File: config.mk
export PLATFORM = sky130hd
export DESIGN_NAME = llt_front
export DESIGN_NICKNAME = d
export VERILOG_FILES = /design/src/rtl/core/llt_pkg.sv /design/src/rtl/core/llt_front.sv
export SDC_FILE = /design/constraint.sdc
export NUM_CORES = 1
export LEC_CHECK = 0
export ABC_AREA = 0
export BUFFER_PORTS_ARGS = -buffer_cell sky130_fd_sc_hd__buf_4
export CORE_UTILIZATION = 46
export CTS_BUF_LIST = sky130_fd_sc_hd__clkbuf_4 sky130_fd_sc_hd__clkbuf_8 sky130_fd_sc_hd__clkbuf_16
export DETAILED_ROUTE_END_ITERATION = 7
export PLACE_DENSITY = 0.83
export RECOVER_POWER = 50
export SKIP_LAST_GASP = 1
export SYNTH_ARGS = -nofsm -noshare
export SYNTH_HDL_FRONTEND = slang
export SYNTH_SLANG_ARGS = --single-unit
File: constraint.sdc
create_clock -name clock -period 3.15 [get_ports clock]
set_input_delay 0.1575 -clock clock [delete_from_list [all_inputs] [get_ports clock]]
set_output_delay 0.1575 -clock clock [all_outputs]
set_load 0.01 [all_outputs]
File: src/rtl/core/llt_pkg.sv
// shared constants and types for the longest increasing subsequence block
`timescale 1ns / 1ps
package llt_pkg;

   localparam int MAX_LEN     = 1024;
   localparam int IDX_W       = $clog2(MAX_LEN);
   localparam int LEN_W       = $clog2(MAX_LEN + 1);
   localparam int VALUE_W     = 32;
   localparam int LIS_W       = 11;
   localparam int RSP_DATA_W  = 16;
   localparam int QUEUE_DEPTH = 2;
   localparam int QPTR_W      = (QUEUE_DEPTH > 1) ? $clog2(QUEUE_DEPTH) : 1;
   localparam int QCNT_W      = $clog2(QUEUE_DEPTH + 1);

   typedef struct packed {
      logic signed [VALUE_W-1:0] value;
      logic                      start_req;
   } item_type;

   typedef enum logic [1:0] {
      ST_IDLE,
      ST_SEARCH,
      ST_FINISH
   } back_state_type;

endpackage

File: src/rtl/core/llt_front.sv
// input side: takes beats and parks them in a short queue for the search engine
`timescale 1ns / 1ps
module llt_front (
   input  logic                          clock,
   input  logic                          reset,
   input  logic                          in_valid,
   output logic                          in_ready,
   input  logic [llt_pkg::VALUE_W-1:0]   in_value,
   input  logic                          in_start,
   output logic                          out_valid,
   input  logic                          out_ready,
   output llt_pkg::item_type             out_item
);
   import llt_pkg::*;

   item_type          slot_ff [QUEUE_DEPTH];
   logic [QPTR_W-1:0] wr_ptr_ff, wr_ptr_in;
   logic [QPTR_W-1:0] rd_ptr_ff, rd_ptr_in;
   logic [QCNT_W-1:0] count_ff, count_in;
   logic              push;
   logic              pop;

   assign in_ready  = (count_ff != QCNT_W'(QUEUE_DEPTH));
   assign out_valid = (count_ff != '0);
   assign out_item  = slot_ff[rd_ptr_ff];
   assign push      = in_valid && in_ready;
   assign pop       = out_valid && out_ready;

   always_comb begin
      wr_ptr_in = wr_ptr_ff;
      rd_ptr_in = rd_ptr_ff;
      count_in  = count_ff;
      if (push) begin
         wr_ptr_in = (wr_ptr_ff == QPTR_W'(QUEUE_DEPTH - 1)) ? '0 : wr_ptr_ff + 1'b1;
      end
      if (pop) begin
         rd_ptr_in = (rd_ptr_ff == QPTR_W'(QUEUE_DEPTH - 1)) ? '0 : rd_ptr_ff + 1'b1;
      end
      if (push && !pop) begin
         count_in = count_ff + 1'b1;
      end else if (pop && !push) begin
         count_in = count_ff - 1'b1;
      end
   end

   always_ff @(posedge clock) begin
      if (reset) begin
         wr_ptr_ff <= '0;
         rd_ptr_ff <= '0;
         count_ff  <= '0;
      end else begin
         wr_ptr_ff <= wr_ptr_in;
         rd_ptr_ff <= rd_ptr_in;
         count_ff  <= count_in;
      end
   end

   always_ff @(posedge clock) begin
      if (push) begin
         slot_ff[wr_ptr_ff].value     <= in_value;
         slot_ff[wr_ptr_ff].start_req <= in_start;
      end
   end

endmodule

==> impl_metrics.tcl, run 1 <==
set metrics [dict create \
    htreeDepth 3 \
    routedWlPerCell_um 14.58 \
    clkLatencyLatePin_ns 0.32 \
    cap_viol_max_count 0 \
    ys_types 17 \
    drt_iter0_markers 33 \
    cts-buffers-inserted 9 \
    totalWireLength_um 4155 \
    grt_pass1_wl_um 6127 \
    synth_top_area_share_pct 76.34 \
    startpoint_type "flip-flop" \
    cts_sinks 71 \
    antenna_left 0 \
    pin_count 72 \
    drc 0 \
    cts-root-buf "clkbuf_8" \
    yosysTopAreaCell "edfxtp_1" \
    place_area_um2 3227 \
    critPathMaxStageDelay_ns 0.62 \
    fin_ws_ns 1.201 \
    period_share_pct 61.87 \
    std_cell_rows 26 \
    io_buffer_count 71 \
    cp_max_fo 22 \
    p_leak_nw 1.272 \
    slowest_stage "inv_1" \
    hp-class "in2reg" \
    drive_gt1_share_pct 55.81 \
    outcome "complete, no violations" \
    post_cts.repair.setup_buffers 0 \
    clk_pin_slew_ns 0.07 \
    cts_tree "built" \
    grt_max_degree 34 \
    detail_route.vias_per_cell 4.733 \
    crit_arrival_ns 1.98 \
    max_slew_margin_pct 41.17 \
    initial_utilization_pct 49.26 \
    power_density_nw_per_um2 755.2 \
    tns_ns 0 \
    synthCells 127 \
    first_pass_iters 4 \
    hpwl_um 2753 \
    crit_chain "nand2b_1 -> nand3b_1 -> inv_1 -> buf_4" \
    cts_buffer_depth 2 \
    fin_crit_ns 1.949 \
    grt_pass1_vias 1315 \
    synthesis.area_um2 2596 \
    tightest_slew_ns 0.8824 \
    instances_no_fill 285 \
    hold_violations 0 \
    nets 248 \
    crit_required_ns 3.18 \
    cp-end-kind "flip-flop" \
    antenna_cells 0 \
    yosys_register_bits 71 \
    avgSynthCellArea_um2 20.44 \
    track_usage_pct 14.25 \
    maxSlewViolCount 0 \
    synthTopCellsByArea "edfxtp_1, mux2_2, dfxtp_1" \
    dr_total_vias 1349 \
    pre_cts_slack_ns 1.183 \
    hold_buffers 0 \
    dp.cells 268 \
    core_region_area_um2 5270 \
    final_area_um2 3386 \
    yosysSeqAreaShare_pct 80.19 \
    finalSetupViolCount 0 \
    cts-resized-gates 0 \
    syn_nets 165 \
    fmax_ghz 0.5131 \
    overflow 0 \
    yosysWarnings 0 \
    die_x_um 77.13 \
    die_area_um2 5948 \
    ir_worst_vdd_mv 0.4893 \
    rsz0062_at_grt "no" \
    p_total_mw 2.557 \
    gp_congestion 0.7015 \
    antenna_found_initial 0 \
    syn_to_final_growth_pct 30.41 \
    finalClockSkew_ns 0.007368 \
    worstSetupPathType "reg2reg" \
    dieHeight_um 77.13 \
]
-- worst max-delay path, delay by kind of cell (launching register included) --
family / cells / cell delay (ns)
and+or+nand+nor: 2 / 0.33
DFF: 1 / 0.40
buffers and inverters: 2 / 0.92
-- cell usage after synthesis --
library cell / instances
or2_2: 1
a21bo_2: 1
inv_1: 1
a21oi_1: 2
edfxtp_1: 66
ha_1: 1
o21ai_0: 2
buf_2: 4
and2_1: 1
nand2b_1: 1
mux2_2: 33
or3_1: 1
dfxtp_1: 5
nand3b_1: 1
xor2_1: 3
and3_1: 1
nor2_1: 3
-- metrics by stage --
stage / hold slack [ns] / util [%]
global placement: 0.3434 / 61.23
CTS: 0.001410 / 64.53
global route: 0.005509 / 64.24
floorplan: 0.2266 / -
detailed placement: 0.3459 / 61.23
finish: 0.01892 / 64.24
-- layout make-up --
class	instances	area, um^2
Clock buffer	15	168.9
Clock inverter	1	5.005
Fill cell	380	1884
Inverter	1	3.754
Multi-Input combinational cell	51	490.5
Sequential cell	71	2082
Tap cell	70	87.58
Timing Repair Buffer	76	548.0
-- state kept, by name, indices dropped and copies added, names as in the netlist, named ones only --
register,cells
wr_ptr_ff,1
count_ff,2
rd_ptr_ff,1
slot_ff,66
-- logic make-up (layout without fill, tap and decap cells) --
kind of cell	count (synthesis)	in the layout	synth area share [%]
compound gates	5	5	1.157
xor+xnor	3	3	1.012
fa+ha+maj	1	1	0.4819
buf+inv	5	93	0.9156
flops	71	71	80.19
mux	33	33	14.31
simple gates	9	9	1.929
-- per-layer routing --
| layer | GRT usage, % | share of wire [%] | up-vias |
|---|---|---|---|
| met3 | 2.857 | 4.3 | 8 |
| li1 | - | - | 657 |
| met4 | 8.491 | 2.2 | 0 |
| met2 | 23.81 | 51 | 45 |
| met1 | 16.99 | 43 | 639 |
| met5 | 0 | 0 | - |
-- placed cells by master, fill, tap and decap left out, types with 2 or more instances in the layout --
master,n
a21oi_1,2
buf_4,39
clkbuf_1,6
clkbuf_4,35
clkbuf_8,9
dfxtp_1,5
edfxtp_1,66
mux2_2,33
nor2_1,3
o21ai_0,2
xor2_1,3
-- final timing paths --
kind / from / endpoint / slack [ns] / cells after the start
worst max-delay path: count_ff[0] / slot_ff[0][4] / 1.20 / 4
worst min-delay path: reset / wr_ptr_ff / 0.02 / 2
worst max register to register: count_ff[0] / slot_ff[0][4] / 1.20 / 4
worst min register to register: count_ff[1] / count_ff[1] / 0.51 / 2
-- where the power goes --
part           total [mW]  leakage, nW  switching [mW]  internal, mW
logic               0.719        0.518           0.341         0.377
clock network       0.618       0.0962           0.280         0.338
registers            1.22        0.658          0.0369          1.18
Power figures use the tool's default switching activity.
==> run 2: changes to the inputs <==
==> constraint.sdc (replaced) <==
create_clock -name clock -period 1.9 [get_ports clock]
set_input_delay 0.095 -clock clock [delete_from_list [all_inputs] [get_ports clock]]
set_output_delay 0.095 -clock clock [all_outputs]
set_load 0.01 [all_outputs]
==> run 2 against run 1 <==
  * Clock power grew 80%
  * Register-to-register slack worse by 0.92 ns
  * Setup slack lost 0.92 ns
  * Final area rose by 10%
  * Sequential power increased by 66%
  * Critical endpoint is now count_ff[1]
  * Largest cell class unchanged
  * Critical path type unchanged
==> impl_metrics.tcl, run 2 (same netlist as run 1, synthesis figures left out) <==
set metrics [dict create \
    die_x_um 77.13 \
    io_buffer_count 71 \
    finalClockSkew_ns 0.006057 \
    cap_viol_max_count 0 \
    r2r_start "count_ff[0]" \
    antenna_cells 0 \
    cp_max_fo 5 \
    clk_pin_slew_ns 0.07 \
    reg2reg_depth 5 \
    die_area_um2 5948 \
    crit_required_ns 2.16 \
    post_cts.repair.setup_buffers 0 \
    pin_count 72 \
    gp_congestion 0.6900 \
    tightest_slew_ns 0.5798 \
    dp.cells 270 \
    reg_top3 "slot_ff (66), count_ff (2)" \
    fmax_ghz 0.6164 \
    track_usage_pct 17.74 \
    hp-class "in2reg" \
    ir_worst_vdd_mv 0.6975 \
    detail_route.vias_per_cell 4.828 \
    maxSlewViolCount 0 \
    final_util_pct 70.94 \
    hold_violations 0 \
    htreeDepth 3 \
    final_common_cell "edfxtp_1" \
    initial_utilization_pct 49.26 \
    min_from "in_valid" \
    nets 283 \
    totalWireLength_um 4874 \
    drt_iter0_markers 103 \
    finalSetupViolCount 0 \
    power_density_nw_per_um2 1176 \
    layout.area.seq_um2 2082 \
    multiInputGateArea_um2 490.5 \
    drc 0 \
    top_register "slot_ff" \
    overflow 0 \
    max_slew_margin_pct 61.34 \
    cts_buffer_depth 2 \
    syn_to_final_growth_pct 44.00 \
    cts_sinks 71 \
    period_share_pct 85.38 \
    cts-root-buf "clkbuf_8" \
    fin_crit_ns 1.622 \
    num-fill-cells 364 \
    layout_common_cells "edfxtp_1, buf_4, dlygate4sd3_1" \
    tns_ns 0 \
    grt_max_degree 25 \
    crit_arrival_ns 1.89 \
    routedWlPerCell_um 15.23 \
    hpwl_um 2804 \
    min_path_cells 3 \
    outcome "complete, no violations" \
    dr_total_vias 1545 \
    rsz0062_at_grt "no" \
    r2r-end "count_ff[1]" \
    first_pass_iters 4 \
    largest_reg_flops 66 \
    hold_buffers 34 \
    std_cell_rows 26 \
    r2r_slack_ns 0.28 \
    min_to "wr_ptr_ff" \
    startpoint_type "flip-flop" \
    instances_no_fill 320 \
    core_region_area_um2 5270 \
    p_leak_nw 1.419 \
    cp-end-kind "flip-flop" \
    cts-resized-gates 0 \
    clkLatencyLatePin_ns 0.33 \
    dieHeight_um 77.13 \
    whs_ns 0.07090 \
    drive_gt1_share_pct 48.00 \
    cp-startpoint "count_ff[0]" \
    worstSetupPathType "reg2reg" \
    grt_pass1_vias 1627 \
    cts_tree "built" \
    antenna_left 0 \
    antenna_found_initial 0 \
    grt_pass1_wl_um 7776 \
    cts-buffers-inserted 9 \
]
-- run 2: cell count changes in the layout (fill, tap and decap cells not counted), sizes merged --
cell         delta
clkbuf          +1
dlygate4sd3    +33
buf             +1
-- run 2: cell type report --
| class | instances | share of cell area, % |
|---|---|---|
| inverters | 1 | 0.1004 |
| well taps | 70 | 2.343 |
| clock buffers | 15 | 4.853 |
| clock inverters | 1 | 0.1339 |
| repair buffers | 111 | 23.76 |
| multi-input cells | 51 | 13.12 |
| flip-flops and latches | 71 | 55.69 |
-- run 2: worst max-delay path: stages, from the launching register on --
cell and delay, ns:
dfxtp_1 0.35, nand2b_1 0.21, and2_1 0.19, ha_1 0.32
or3_1 0.35, a21oi_1 0.14
-- run 2: worst max-delay path by stage --
stage	end	slack (ns)	depth (start not counted)
3_5_place_dp	count_ff[1]	0.29	5
4_1_cts	count_ff[1]	0.26	5
2_1_floorplan	slot_ff[1][0]	0.01	2
6_report	count_ff[1]	0.28	5
3_3_place_gp	count_ff[1]	0.34	5
5_1_grt	slot_ff[0][1]	0.13	4
-- run 2: per-stage QoR --
stage | cell area (um^2) | worst slack, ns | power, mW
detailed placement | 3242 | 0.2909 | 3.290
global route | 3739 | 0.1330 | 4.583
finish | 3739 | 0.2777 | 4.395
CTS | 3769 | 0.2626 | 4.438
global placement | 3242 | 0.3388 | 3.271
floorplan | 2596 | 0.01257 | 2.732
-- run 2: routing by layer --
metal  vias to the layer above  GRT usage (%)  routed length [um]
li1                        729              -                   -
met1                       742          20.39                1989
met2                        65          30.71                2546
met3                         9          3.810                 232
met4                         0          9.623                 106
met5                         -              0                   0
-- run 2: power breakdown --
group | internal [mW] | switching, mW | leakage (nW) | total (mW)
clock network | 0.604 | 0.506 | 0.101 | 1.11
registers | 1.96 | 0.0640 | 0.658 | 2.02
logic | 0.679 | 0.585 | 0.660 | 1.26
